===== src/design/scdma_pkg.sv =====
// ---------------------------------------------------------------------------
// scdma_pkg
// Shared types, codes and constants of the surface copy register block.
// ---------------------------------------------------------------------------
`default_nettype none

package scdma_pkg;

   // field widths
   localparam int unsigned CMD_W      = 2;
   localparam int unsigned WADDR_W    = 8;
   localparam int unsigned DATA_W     = 32;
   localparam int unsigned SLOT_W     = 6;
   localparam int unsigned ADDR_W     = 35;
   localparam int unsigned ROW_BYTES_W = 19;
   localparam int unsigned DIM_W      = 16;
   localparam int unsigned KIND_W     = 2;
   localparam int unsigned FMT_W      = 5;

   // request codes
   typedef enum logic [CMD_W-1:0] {
      CMD_READ  = 2'd0,
      CMD_WRITE = 2'd1,
      CMD_STEP  = 2'd2,
      CMD_NONE  = 2'd3
   } cmd_type;

   // result kinds
   localparam logic [KIND_W-1:0] KIND_ACK  = 2'd0;
   localparam logic [KIND_W-1:0] KIND_READ = 2'd1;
   localparam logic [KIND_W-1:0] KIND_ROW  = 2'd2;

   // write aliases selected by the low address bits
   typedef enum logic [1:0] {
      ALIAS_WRITE  = 2'd0,
      ALIAS_SET    = 2'd1,
      ALIAS_CLEAR  = 2'd2,
      ALIAS_TOGGLE = 2'd3
   } alias_type;

   // slot map
   localparam logic [SLOT_W-1:0] SLOT_CTRL      = 6'd0;
   localparam logic [SLOT_W-1:0] SLOT_STAT      = 6'd1;
   localparam logic [SLOT_W-1:0] SLOT_OUT_CTRL  = 6'd2;
   localparam logic [SLOT_W-1:0] SLOT_OUT_BUF   = 6'd3;
   localparam logic [SLOT_W-1:0] SLOT_OUT_PITCH = 6'd5;
   localparam logic [SLOT_W-1:0] SLOT_OUT_LRC   = 6'd6;
   localparam logic [SLOT_W-1:0] SLOT_PS_BUF    = 6'd12;
   localparam logic [SLOT_W-1:0] SLOT_PS_PITCH  = 6'd15;

   // control and status bits
   localparam int unsigned CTRL_ENABLE  = 0;
   localparam int unsigned CTRL_CLKGATE = 30;
   localparam int unsigned CTRL_SFTRST  = 31;
   localparam int unsigned STAT_IRQ0    = 0;

   // formats with two bytes per pixel
   localparam logic [FMT_W-1:0] FMT_HALF_LO = 5'h08;
   localparam logic [FMT_W-1:0] FMT_HALF_HI = 5'h0f;

   // write, set, clear or toggle against the current value
   function automatic logic [DATA_W-1:0] alias_apply(input logic [DATA_W-1:0] cur,
                                                     input alias_type a,
                                                     input logic [DATA_W-1:0] v);
      logic [DATA_W-1:0] r;
      case (a)
         ALIAS_WRITE:  r = v;
         ALIAS_SET:    r = cur | v;
         ALIAS_CLEAR:  r = cur & ~v;
         ALIAS_TOGGLE: r = cur ^ v;
         default:      r = v;
      endcase
      return r;
   endfunction

endpackage

`default_nettype wire


===== src/design/scdma_ram.sv =====
// ---------------------------------------------------------------------------
// scdma_ram
// Generic single write port, single read port RAM with registered read.
// ---------------------------------------------------------------------------
`default_nettype none

module scdma_ram #(
   parameter int unsigned WIDTH = 32,
   parameter int unsigned DEPTH = 64
) (
   input  wire logic                     clock,
   input  wire logic                     wr_en,
   input  wire logic [$clog2(DEPTH)-1:0] wr_addr,
   input  wire logic [WIDTH-1:0]         wr_data,
   input  wire logic                     rd_en,
   input  wire logic [$clog2(DEPTH)-1:0] rd_addr,
   output logic      [WIDTH-1:0]         rd_data
);

   logic [WIDTH-1:0] mem_ff [DEPTH];
   logic [WIDTH-1:0] rd_data_ff;

   // write port
   always_ff @(posedge clock) begin
      if (wr_en) begin
         mem_ff[wr_addr] <= wr_data;
      end
   end

   // read port, old data on a same-address write
   always_ff @(posedge clock) begin
      if (rd_en) begin
         rd_data_ff <= mem_ff[rd_addr];
      end
   end

   assign rd_data = rd_data_ff;

endmodule

`default_nettype wire


===== src/design/surface_copy_dma_register_block_unit.sv =====
// Pipeline: the slot file is read in the accept cycle; stage one does the read-modify-write
//   and forms the result, which the output register takes when stage one advances.
// Throughput: one item per cycle unless the output stalls, set by the separate read and
//   write ports of the slot file, with forwarding when back-to-back items share a slot.
// Reset: control, status, interrupt, pass state and per-slot valid bits clear at once;
//   a slot never written reads as zero, so no clearing pass is needed.
// ---------------------------------------------------------------------------
// surface_copy_dma_register_block_unit
// Register block of a surface copy engine: aliased register accesses and
// row-by-row copy requests driven by step items.
// ---------------------------------------------------------------------------
`default_nettype none

module surface_copy_dma_register_block_unit #(
   parameter int unsigned SLOT_COUNT = 64
) (
   input  wire logic         clock,
   input  wire logic         reset,
   // request channel
   input  wire logic         req_tvalid,
   output logic              req_tready,
   input  wire logic [47:0]  req_tdata,  // word_addr[7:0], write_data[39:8], abort_pass[40]
   input  wire logic [1:0]   req_tuser,  // command[1:0]
   // response channel
   output logic              rsp_tvalid,
   input  wire logic         rsp_tready,
   output logic      [127:0] rsp_tdata,  // read_data[31:0], source_row_addr[66:32],
                                         // dest_row_addr[101:67], row_bytes[120:102],
                                         // irq_out[121]
   output logic      [1:0]   rsp_tuser,  // result_kind[1:0]
   output logic              rsp_tlast   // last_row
);

   localparam int unsigned AW = $clog2(SLOT_COUNT);
   localparam int unsigned SW = scdma_pkg::SLOT_W;
   localparam int unsigned XW = (AW > SW) ? AW : SW;
   localparam int unsigned DW = scdma_pkg::DATA_W;
   localparam int unsigned AD = scdma_pkg::ADDR_W;
   localparam int unsigned RB = scdma_pkg::ROW_BYTES_W;
   localparam int unsigned HW = scdma_pkg::DIM_W;

   // request fields
   logic [7:0]          req_word_addr;
   logic [DW-1:0]       req_write_data;
   logic                req_abort;
   logic [SW-1:0]       req_slot;
   logic [XW-1:0]       req_slot_x;
   logic [AW-1:0]       req_ram_addr;
   logic                req_in_range;
   logic                accept;

   assign req_word_addr  = req_tdata[7:0];
   assign req_write_data = req_tdata[39:8];
   assign req_abort      = req_tdata[40];
   assign req_slot       = req_word_addr[7:2];
   assign req_slot_x     = XW'(req_slot);
   assign req_ram_addr   = req_slot_x[AW-1:0];
   assign req_in_range   = (32'(req_slot) < 32'(SLOT_COUNT));

   // stage one registers
   logic                    s1_valid_ff, s1_valid_in;
   scdma_pkg::cmd_type      s1_cmd_ff;
   logic [SW-1:0]           s1_slot_ff;
   logic [AW-1:0]           s1_addr_ff;
   scdma_pkg::alias_type    s1_alias_ff;
   logic [DW-1:0]           s1_data_ff;
   logic                    s1_abort_ff;
   logic                    s1_range_ff;
   logic                    s1_vld_ff;
   logic                    fwd_ff;
   logic [DW-1:0]           fwd_data_ff;

   // architectural state
   logic [DW-1:0]           ctrl_ff, ctrl_in;
   logic [DW-1:0]           stat_ff, stat_in;
   logic                    irq_ff, irq_in;
   logic                    busy_ff, busy_in;
   logic [HW-1:0]           row_ff, row_in;
   logic [AD-1:0]           src_cur_ff, src_cur_in;
   logic [AD-1:0]           dst_cur_ff, dst_cur_in;
   logic [SLOT_COUNT-1:0]   vld_ff, vld_in;

   // copies of the slots that drive a pass
   logic [scdma_pkg::FMT_W-1:0] out_fmt_ff, out_fmt_in;
   logic [DW-1:0]           out_buf_ff, out_buf_in;
   logic [HW-1:0]           out_pitch_ff, out_pitch_in;
   logic [DW-1:0]           lrc_ff, lrc_in;
   logic [DW-1:0]           ps_buf_ff, ps_buf_in;
   logic [HW-1:0]           ps_pitch_ff, ps_pitch_in;

   // output register
   logic                    rsp_valid_ff, rsp_valid_in;
   logic [scdma_pkg::KIND_W-1:0] rsp_kind_ff, rsp_kind_in;
   logic [DW-1:0]           rsp_rd_ff, rsp_rd_in;
   logic [AD-1:0]           rsp_src_ff, rsp_src_in;
   logic [AD-1:0]           rsp_dst_ff, rsp_dst_in;
   logic [RB-1:0]           rsp_rb_ff, rsp_rb_in;
   logic                    rsp_last_ff, rsp_last_in;
   logic                    rsp_irq_ff, rsp_irq_in;

   // slot file port signals
   logic                    ram_we;
   logic [DW-1:0]           ram_wdata;
   logic [DW-1:0]           ram_q;
   logic [DW-1:0]           slot_cur;
   logic                    advance;

   // row geometry
   logic [HW:0]             width1;
   logic [HW:0]             height1;
   logic [HW:0]             row_next;
   logic                    half_px;
   logic [RB-1:0]           row_len;
   logic [RB-1:0]           src_pitch;
   logic [RB-1:0]           dst_pitch;
   logic                    row_last;
   logic [DW-1:0]           ctrl_new;
   logic [DW-1:0]           stat_new;

   // handshake
   assign advance    = s1_valid_ff && (!rsp_valid_ff || rsp_tready);
   assign req_tready = !s1_valid_ff || advance;
   assign accept     = req_tvalid && req_tready;

   // slot file
   scdma_ram #(
      .WIDTH (DW),
      .DEPTH (SLOT_COUNT)
   ) u_slot_ram (
      .clock   (clock),
      .wr_en   (ram_we),
      .wr_addr (s1_addr_ff),
      .wr_data (ram_wdata),
      .rd_en   (accept),
      .rd_addr (req_ram_addr),
      .rd_data (ram_q)
   );

   // current slot value with forwarding and never-written slots as zero
   always_comb begin
      if (!s1_range_ff) begin
         slot_cur = '0;
      end else if (fwd_ff) begin
         slot_cur = fwd_data_ff;
      end else if (s1_vld_ff) begin
         slot_cur = ram_q;
      end else begin
         slot_cur = '0;
      end
   end

   // row geometry from the pass slots
   assign width1   = {1'b0, lrc_ff[31:16]} + (HW+1)'(1);
   assign height1  = {1'b0, lrc_ff[15:0]} + (HW+1)'(1);
   assign row_next = {1'b0, row_ff} + (HW+1)'(1);
   assign half_px  = (out_fmt_ff >= scdma_pkg::FMT_HALF_LO) &&
                     (out_fmt_ff <= scdma_pkg::FMT_HALF_HI);
   assign row_len    = half_px ? {1'b0, width1, 1'b0} : {width1, 2'b00};
   assign src_pitch  = (ps_pitch_ff == '0) ? row_len : RB'(ps_pitch_ff);
   assign dst_pitch  = (out_pitch_ff == '0) ? row_len : RB'(out_pitch_ff);
   assign row_last   = (row_next >= height1);

   assign ctrl_new = scdma_pkg::alias_apply(ctrl_ff, s1_alias_ff, s1_data_ff);
   assign stat_new = scdma_pkg::alias_apply(stat_ff, s1_alias_ff, s1_data_ff);
   assign ram_wdata = scdma_pkg::alias_apply(slot_cur, s1_alias_ff, s1_data_ff);

   // item execution and result formation
   always_comb begin
      ctrl_in      = ctrl_ff;
      stat_in      = stat_ff;
      irq_in       = irq_ff;
      busy_in      = busy_ff;
      row_in       = row_ff;
      src_cur_in   = src_cur_ff;
      dst_cur_in   = dst_cur_ff;
      vld_in       = vld_ff;
      out_fmt_in   = out_fmt_ff;
      out_buf_in   = out_buf_ff;
      out_pitch_in = out_pitch_ff;
      lrc_in       = lrc_ff;
      ps_buf_in    = ps_buf_ff;
      ps_pitch_in  = ps_pitch_ff;
      ram_we       = 1'b0;
      rsp_kind_in  = scdma_pkg::KIND_ACK;
      rsp_rd_in    = '0;
      rsp_src_in   = '0;
      rsp_dst_in   = '0;
      rsp_rb_in    = '0;
      rsp_last_in  = 1'b0;

      if (advance) begin
         unique case (s1_cmd_ff)
            scdma_pkg::CMD_READ: begin
               rsp_kind_in = scdma_pkg::KIND_READ;
               if (s1_slot_ff == scdma_pkg::SLOT_CTRL) begin
                  rsp_rd_in = ctrl_ff;
                  if (ctrl_ff[scdma_pkg::CTRL_SFTRST]) begin
                     rsp_rd_in[scdma_pkg::CTRL_CLKGATE] = 1'b1;
                  end
               end else if (s1_slot_ff == scdma_pkg::SLOT_STAT) begin
                  rsp_rd_in = stat_ff;
               end else begin
                  rsp_rd_in = slot_cur;
               end
            end
            scdma_pkg::CMD_WRITE: begin
               if (!busy_ff) begin
                  if (s1_slot_ff == scdma_pkg::SLOT_CTRL) begin
                     ctrl_in = ctrl_new;
                     if (ctrl_new[scdma_pkg::CTRL_ENABLE]) begin
                        row_in = '0;
                        if (out_buf_ff == '0 || ps_buf_ff == '0) begin
                           // empty buffer address, complete at once
                           ctrl_in[scdma_pkg::CTRL_ENABLE] = 1'b0;
                           stat_in[scdma_pkg::STAT_IRQ0]   = 1'b1;
                           irq_in                          = 1'b1;
                        end else begin
                           busy_in    = 1'b1;
                           src_cur_in = AD'(ps_buf_ff);
                           dst_cur_in = AD'(out_buf_ff);
                        end
                     end
                  end else if (s1_slot_ff == scdma_pkg::SLOT_STAT) begin
                     stat_in = stat_new;
                     if (!stat_new[scdma_pkg::STAT_IRQ0]) begin
                        irq_in = 1'b0;
                     end
                  end else if (s1_range_ff) begin
                     ram_we             = 1'b1;
                     vld_in[s1_addr_ff] = 1'b1;
                     if (s1_slot_ff == scdma_pkg::SLOT_OUT_CTRL) begin
                        out_fmt_in = ram_wdata[scdma_pkg::FMT_W-1:0];
                     end
                     if (s1_slot_ff == scdma_pkg::SLOT_OUT_BUF) begin
                        out_buf_in = ram_wdata;
                     end
                     if (s1_slot_ff == scdma_pkg::SLOT_OUT_PITCH) begin
                        out_pitch_in = ram_wdata[HW-1:0];
                     end
                     if (s1_slot_ff == scdma_pkg::SLOT_OUT_LRC) begin
                        lrc_in = ram_wdata;
                     end
                     if (s1_slot_ff == scdma_pkg::SLOT_PS_BUF) begin
                        ps_buf_in = ram_wdata;
                     end
                     if (s1_slot_ff == scdma_pkg::SLOT_PS_PITCH) begin
                        ps_pitch_in = ram_wdata[HW-1:0];
                     end
                  end
               end
            end
            scdma_pkg::CMD_STEP: begin
               if (busy_ff) begin
                  if (s1_abort_ff) begin
                     // failed source read ends the pass without a row
                     busy_in                         = 1'b0;
                     row_in                          = '0;
                     ctrl_in[scdma_pkg::CTRL_ENABLE] = 1'b0;
                     stat_in[scdma_pkg::STAT_IRQ0]   = 1'b1;
                     irq_in                          = 1'b1;
                  end else begin
                     rsp_kind_in = scdma_pkg::KIND_ROW;
                     rsp_src_in  = src_cur_ff;
                     rsp_dst_in  = dst_cur_ff;
                     rsp_rb_in   = row_len;
                     rsp_last_in = row_last;
                     src_cur_in  = src_cur_ff + AD'(src_pitch);
                     dst_cur_in  = dst_cur_ff + AD'(dst_pitch);
                     row_in      = row_next[HW-1:0];
                     if (row_last) begin
                        busy_in                         = 1'b0;
                        row_in                          = '0;
                        ctrl_in[scdma_pkg::CTRL_ENABLE] = 1'b0;
                        stat_in[scdma_pkg::STAT_IRQ0]   = 1'b1;
                        irq_in                          = 1'b1;
                     end
                  end
               end
            end
            default: begin
               rsp_kind_in = scdma_pkg::KIND_ACK;
            end
         endcase
      end
   end

   assign rsp_irq_in = irq_in;

   // stage one valid and output valid
   always_comb begin
      s1_valid_in = s1_valid_ff;
      if (accept) begin
         s1_valid_in = 1'b1;
      end else if (advance) begin
         s1_valid_in = 1'b0;
      end
      rsp_valid_in = rsp_valid_ff;
      if (advance) begin
         rsp_valid_in = 1'b1;
      end else if (rsp_tready) begin
         rsp_valid_in = 1'b0;
      end
   end

   // control state
   always_ff @(posedge clock) begin
      if (reset) begin
         s1_valid_ff  <= 1'b0;
         rsp_valid_ff <= 1'b0;
         ctrl_ff      <= '0;
         stat_ff      <= '0;
         irq_ff       <= 1'b0;
         busy_ff      <= 1'b0;
         row_ff       <= '0;
         src_cur_ff   <= '0;
         dst_cur_ff   <= '0;
         vld_ff       <= '0;
         out_fmt_ff   <= '0;
         out_buf_ff   <= '0;
         out_pitch_ff <= '0;
         lrc_ff       <= '0;
         ps_buf_ff    <= '0;
         ps_pitch_ff  <= '0;
      end else begin
         s1_valid_ff  <= s1_valid_in;
         rsp_valid_ff <= rsp_valid_in;
         ctrl_ff      <= ctrl_in;
         stat_ff      <= stat_in;
         irq_ff       <= irq_in;
         busy_ff      <= busy_in;
         row_ff       <= row_in;
         src_cur_ff   <= src_cur_in;
         dst_cur_ff   <= dst_cur_in;
         vld_ff       <= vld_in;
         out_fmt_ff   <= out_fmt_in;
         out_buf_ff   <= out_buf_in;
         out_pitch_ff <= out_pitch_in;
         lrc_ff       <= lrc_in;
         ps_buf_ff    <= ps_buf_in;
         ps_pitch_ff  <= ps_pitch_in;
      end
   end

   // stage one payload, with forwarding of a same-slot write-back
   always_ff @(posedge clock) begin
      if (accept) begin
         s1_cmd_ff   <= scdma_pkg::cmd_type'(req_tuser);
         s1_slot_ff  <= req_slot;
         s1_addr_ff  <= req_ram_addr;
         s1_alias_ff <= scdma_pkg::alias_type'(req_word_addr[1:0]);
         s1_data_ff  <= req_write_data;
         s1_abort_ff <= req_abort;
         s1_range_ff <= req_in_range;
         s1_vld_ff   <= vld_ff[req_ram_addr];
         fwd_ff      <= ram_we && (s1_slot_ff == req_slot);
         fwd_data_ff <= ram_wdata;
      end
   end

   // output payload
   always_ff @(posedge clock) begin
      if (advance) begin
         rsp_kind_ff <= rsp_kind_in;
         rsp_rd_ff   <= rsp_rd_in;
         rsp_src_ff  <= rsp_src_in;
         rsp_dst_ff  <= rsp_dst_in;
         rsp_rb_ff   <= rsp_rb_in;
         rsp_last_ff <= rsp_last_in;
         rsp_irq_ff  <= rsp_irq_in;
      end
   end

   assign rsp_tvalid = rsp_valid_ff;
   assign rsp_tuser  = rsp_kind_ff;
   assign rsp_tlast  = rsp_last_ff;
   assign rsp_tdata  = {6'd0, rsp_irq_ff, rsp_rb_ff, rsp_dst_ff, rsp_src_ff, rsp_rd_ff};

   // a running pass always has enable set in the control word
   a_busy_enable: assert property (@(posedge clock) disable iff (reset)
      busy_ff |-> ctrl_ff[scdma_pkg::CTRL_ENABLE])
      else $error("pass running with enable clear");

   // the interrupt line is only high while status IRQ0 is set
   a_irq_status: assert property (@(posedge clock) disable iff (reset)
      irq_ff |-> stat_ff[scdma_pkg::STAT_IRQ0])
      else $error("interrupt line high with IRQ0 clear");

   // an empty output register never blocks the request side
   a_ready_free: assert property (@(posedge clock) disable iff (reset)
      !rsp_valid_ff |-> req_tready)
      else $error("request stalled with empty output register");

   // a stalled item keeps its command and slot in stage one
   a_s1_hold: assert property (@(posedge clock) disable iff (reset)
      (s1_valid_ff && !advance) |=> (s1_valid_ff && $stable(s1_slot_ff) &&
                                     $stable(s1_cmd_ff)))
      else $error("stage one item lost during stall");

   // row requests never carry a zero length
   a_row_len: assert property (@(posedge clock) disable iff (reset)
      (rsp_valid_ff && rsp_kind_ff == scdma_pkg::KIND_ROW) |-> (rsp_rb_ff != '0))
      else $error("row request with zero length");

endmodule

`default_nettype wire

===== config.mk =====
export PLATFORM = sky130hd
export DESIGN_NAME = surface_copy_dma_register_block_unit
export DESIGN_NICKNAME = d
export VERILOG_FILES = /design/src/design/scdma_pkg.sv /design/src/design/scdma_ram.sv /design/src/design/surface_copy_dma_register_block_unit.sv
export SDC_FILE = /design/constraint.sdc
export NUM_CORES = 2
export LEC_CHECK = 0
export ABC_AREA = 1
export BUFFER_PORTS_ARGS = -buffer_cell sky130_fd_sc_hd__buf_2
export CAP_MARGIN = 20
export CORE_UTILIZATION = 65
export CTS_CLUSTER_SIZE = 30
export DETAILED_ROUTE_END_ITERATION = 7
export PLACE_DENSITY_LB_ADDON = 0.05
export SYNTH_ARGS = -nofsm -noshare
export SYNTH_HDL_FRONTEND = slang
export SYNTH_SLANG_ARGS = --single-unit

===== constraint.sdc =====
create_clock -name clock -period 7.6 [get_ports clock]
set_input_delay 0.38 -clock clock [delete_from_list [all_inputs] [get_ports clock]]
set_output_delay 0.38 -clock clock [all_outputs]
set_load 0.02 [all_outputs]

==> results.py <==
metrics = {
    "setup_path": {
        "reg2reg_from": "lrc_ff[16]$_SDFFE_PP0P_",
        "endpoint_kind": "flop",
        "path_max_fanout": 5,
        "r2r_slack_ns": 3.24,
        "endpoint": "src_cur_ff[28]$_SDFFE_PP0P_",
        "required_ns": 8.33,
        "crit_arrival_ns": 5.09,
        "r2r_end": "src_cur_ff[28]$_SDFFE_PP0P_",
        "crit_type": "reg -> reg",
        "ff2ff_path_depth": 19,
        "startpoint_type": "flop",
        "worstSetupStartpoint": "lrc_ff[16]$_SDFFE_PP0P_",
    },
    "power": {
        "power.density_nw_per_um2": 251,
        "ir_drop_mv": 0.232,
        "p_leak_nw": 44.9,
    },
    "die": {
        "dieHeight_um": 419,
        "boundaryPins": 187,
        "rows": 152,
        "coreArea_sq_um": 172000,
        "start_util_pct": 65.6,
        "dieWidth_um": 419,
        "die_area_sq_um": 175000,
    },
    "timing": {
        "max_freq_mhz": 229,
        "slew_violations": 0,
        "fin_crit_ns": 4.36,
        "worst_pin_slew_ns": 1.16,
        "rsz0062_at_grt": "no",
        "hold_violations": 0,
        "fin_worst_skew_ns": 0.0774,
        "setup_ws_ns": 3.24,
        "finalCritPeriodShare_pct": 57.4,
        "fin_tns_setup_ns": 0,
        "setup_viol": 0,
        "slew-limit-headroom_pct": 21.6,
    },
    "routing": {
        "dr_wl_met2_um": 147000,
        "wl_per_cell_um": 24.9,
        "drc_errors": 0,
        "wl_met3_um": 37900,
        "m1WireLength_um": 123000,
        "ant_nets": 0,
        "firstDrtPassIters": 6,
        "wl_um": 326000,
        "highest_layer": "met5",
        "via_count": 82900,
        "drt_iter0_drc": 11700,
        "vias_per_cell": 6.34,
    },
    "global_route": {
        "grtUsageTotal_pct": 36.8,
        "antenna_found_initial": 22,
        "grt_first_pass_wirelength_um": 478000,
        "grt_pass1_vias": 78400,
        "grt-ovfl-total": 0,
        "grt_max_degree": 193,
    },
    "clocking": {
        "clock_latency_ns": 0.95,
        "post_cts_resized": 0,
        "clock-sinks": 2629,
        "clk_path_buf_depth": 4,
        "numCtsBuffers": 280,
        "cts_root_buf": "clkbuf_16",
        "cts_tree": "done",
        "cts.htree.levels": 5,
        "clk_transition_reported_paths_ns": 0.06,
    },
    "final_layout": {
        "fillerInstances": 11800,
        "drive_above_1_share_pct": 8.09,
        "syn_to_final_growth_pct": 11.0,
        "final_common_cell": "edfxtp_1",
        "nets": 10900,
        "final_cell_mix": "edfxtp_1, nor2_1, o21ai_0, nand2_1, inv_1",
    },
    "status": {
        "status": "completed",
    },
    "placed_design": {
        "routabilityCongestion": 0.912,
        "dp_hpwl_um": 179000,
        "pre_cts_slack_ns": 3.14,
        "portBuffers": 172,
    },
    "yosys": {
        "ys_types": 50,
        "synth_cells": 10500,
        "ys_async_sr_fraction_pct": 0,
        "avgSynthCellArea_sq_um": 10.8,
        "ys.flop_type": "edfxtp_1",
        "netlist_area_sq_um": 113000,
        "synth_edf_count": 2281,
        "ys_warn_count": 0,
        "synth_seq_area_share_pct": 66.8,
        "ys_ff_latch": 2629,
    },
    "min_path": {
        "hp-class": "in -> reg",
    },
    "job": {
        "cap_viol_max_count": 0,
    },
}
[flip-flops by register name, summed over array words and instances, names as in the netlist, 18 cells and up]
signal              count
ctrl_ff                32
dst_cur_ff             35
fwd_data_ff            32
lrc_ff                 32
out_buf_ff             32
ps_buf_ff              32
rsp_dst_ff             35
rsp_rb_ff              18
rsp_rd_ff              32
rsp_src_ff             35
s1_data_ff             32
src_cur_ff             35
stat_ff                32
u_slot_ram.mem_ff    2048
u_slot_ram.rd_data     32
vld_ff                 64
[where the power goes]
| part | leakage [nW] | total, mW | switching (mW) | internal (mW) |
|---|---|---|---|---|
| Combinational | 17.1 | 2.38 | 1.89 | 0.495 |
| Clock | 4.13 | 12.9 | 5.43 | 7.46 |
| Sequential | 23.6 | 16.1 | 0.0433 | 16.1 |
[cell families (layout without fill, tap and decap cells)]
logic type               after synthesis  in the layout  share of synthesized area, %
buffers and inverters               1283           1507                          4.40
XOR/XNOR                              41             41                         0.318
AO/OA/AOI/OAI                       2466           2466                          12.0
AND/OR/NAND/NOR                     3800           3800                          13.6
flip-flops                          2629           2629                          66.8
adder cells (fa/ha/maj)              255            255                          2.84
other                                  1             74                       0.00332
[layer usage]
layer,track usage (%),vias up
li1,-,37100
met1,50.4,40000
met2,56.2,4978
met3,6.56,849
met4,20.0,4
met5,0,-
[worst max-delay path, cell delays in order, from the launching register on]
cell      delay [ns]
dfxtp_1         0.36
inv_1           0.08
nor3_1          0.29
nand3_1         0.21
nor2_1          0.30
nand2_1         0.14
xor2_1          0.17
o21ai_0         0.65
o21ai_0         0.23
ha_1            0.39
nand2_1         0.13
inv_1           0.05
a21oi_1         0.32
nand3_1         0.24
nand3b_1        0.23
nand2_1         0.08
nand2_1         0.08
nand3_1         0.08
nand2_1         0.09
a21oi_1         0.06
[worst min path at each step]
stage | startpoint | endpoint | slack, ns | cells past startpoint
after global placement | vld_ff[1]$_SDFFE_PP0P_ | vld_ff[1]$_SDFFE_PP0P_ | 0.41 | 2
final | reset | vld_ff[31]$_SDFFE_PP0P_ | 0.06 | 2
after floorplan | vld_ff[1]$_SDFFE_PP0P_ | vld_ff[1]$_SDFFE_PP0P_ | 0.40 | 2
after CTS | reset | vld_ff[24]$_SDFFE_PP0P_ | 0.008 | 2
after global routing | reset | vld_ff[31]$_SDFFE_PP0P_ | 0.04 | 2
after detailed placement | vld_ff[1]$_SDFFE_PP0P_ | vld_ff[1]$_SDFFE_PP0P_ | 0.42 | 2
[synth_stat cells (50+ instances only)]
cell type / instances / area (sq um)
nand3_1: 560 / 2800
buf_2: 63 / 315
o22ai_1: 527 / 3300
edfxtp_1: 2281 / 68500
nor3_1: 50 / 250
dfxtp_1: 348 / 6970
clkbuf_1: 512 / 1920
o21ai_0: 1414 / 7080
buf_1: 57 / 214
a21oi_1: 311 / 1560
ha_1: 253 / 3170
nand2_1: 1299 / 4880
inv_1: 614 / 2300
a211oi_1: 51 / 383
nor2_1: 1757 / 6600
[what timing repair did]
action	in CTS	in global routing
setup buffers	0	0
hold buffers	39	0
endpoints found under the hold margin	39	0
setup endpoints to repair	0	0
[layout make-up]
type	instances	area [sq um]	area share, %
multi-input cells	6633	33300	26.6
clock buffers	378	7640	6.10
flip-flops and latches	2629	75500	60.2
diodes	3	7.51	0.00599
clock inverters	96	796	0.635
repair buffers	398	2850	2.27
inverters	635	2430	1.94
well taps	2310	2890	2.30
[metrics by stage]
stage	hold slack (ns)	area (sq um)	power [mW]	cells	utilization [%]
after floorplan	0.403	113000	17.7	10500	-
after global placement	0.413	117000	18.6	12600	67.7
after detailed placement	0.416	117000	18.7	12600	67.7
after CTS	0.00786	125000	31.4	13100	72.8
after global routing	0.0392	125000	32.1	13100	72.9
final	0.0571	125000	31.4	13100	72.9
No activity file was read; power rests on OpenSTA's default activity.
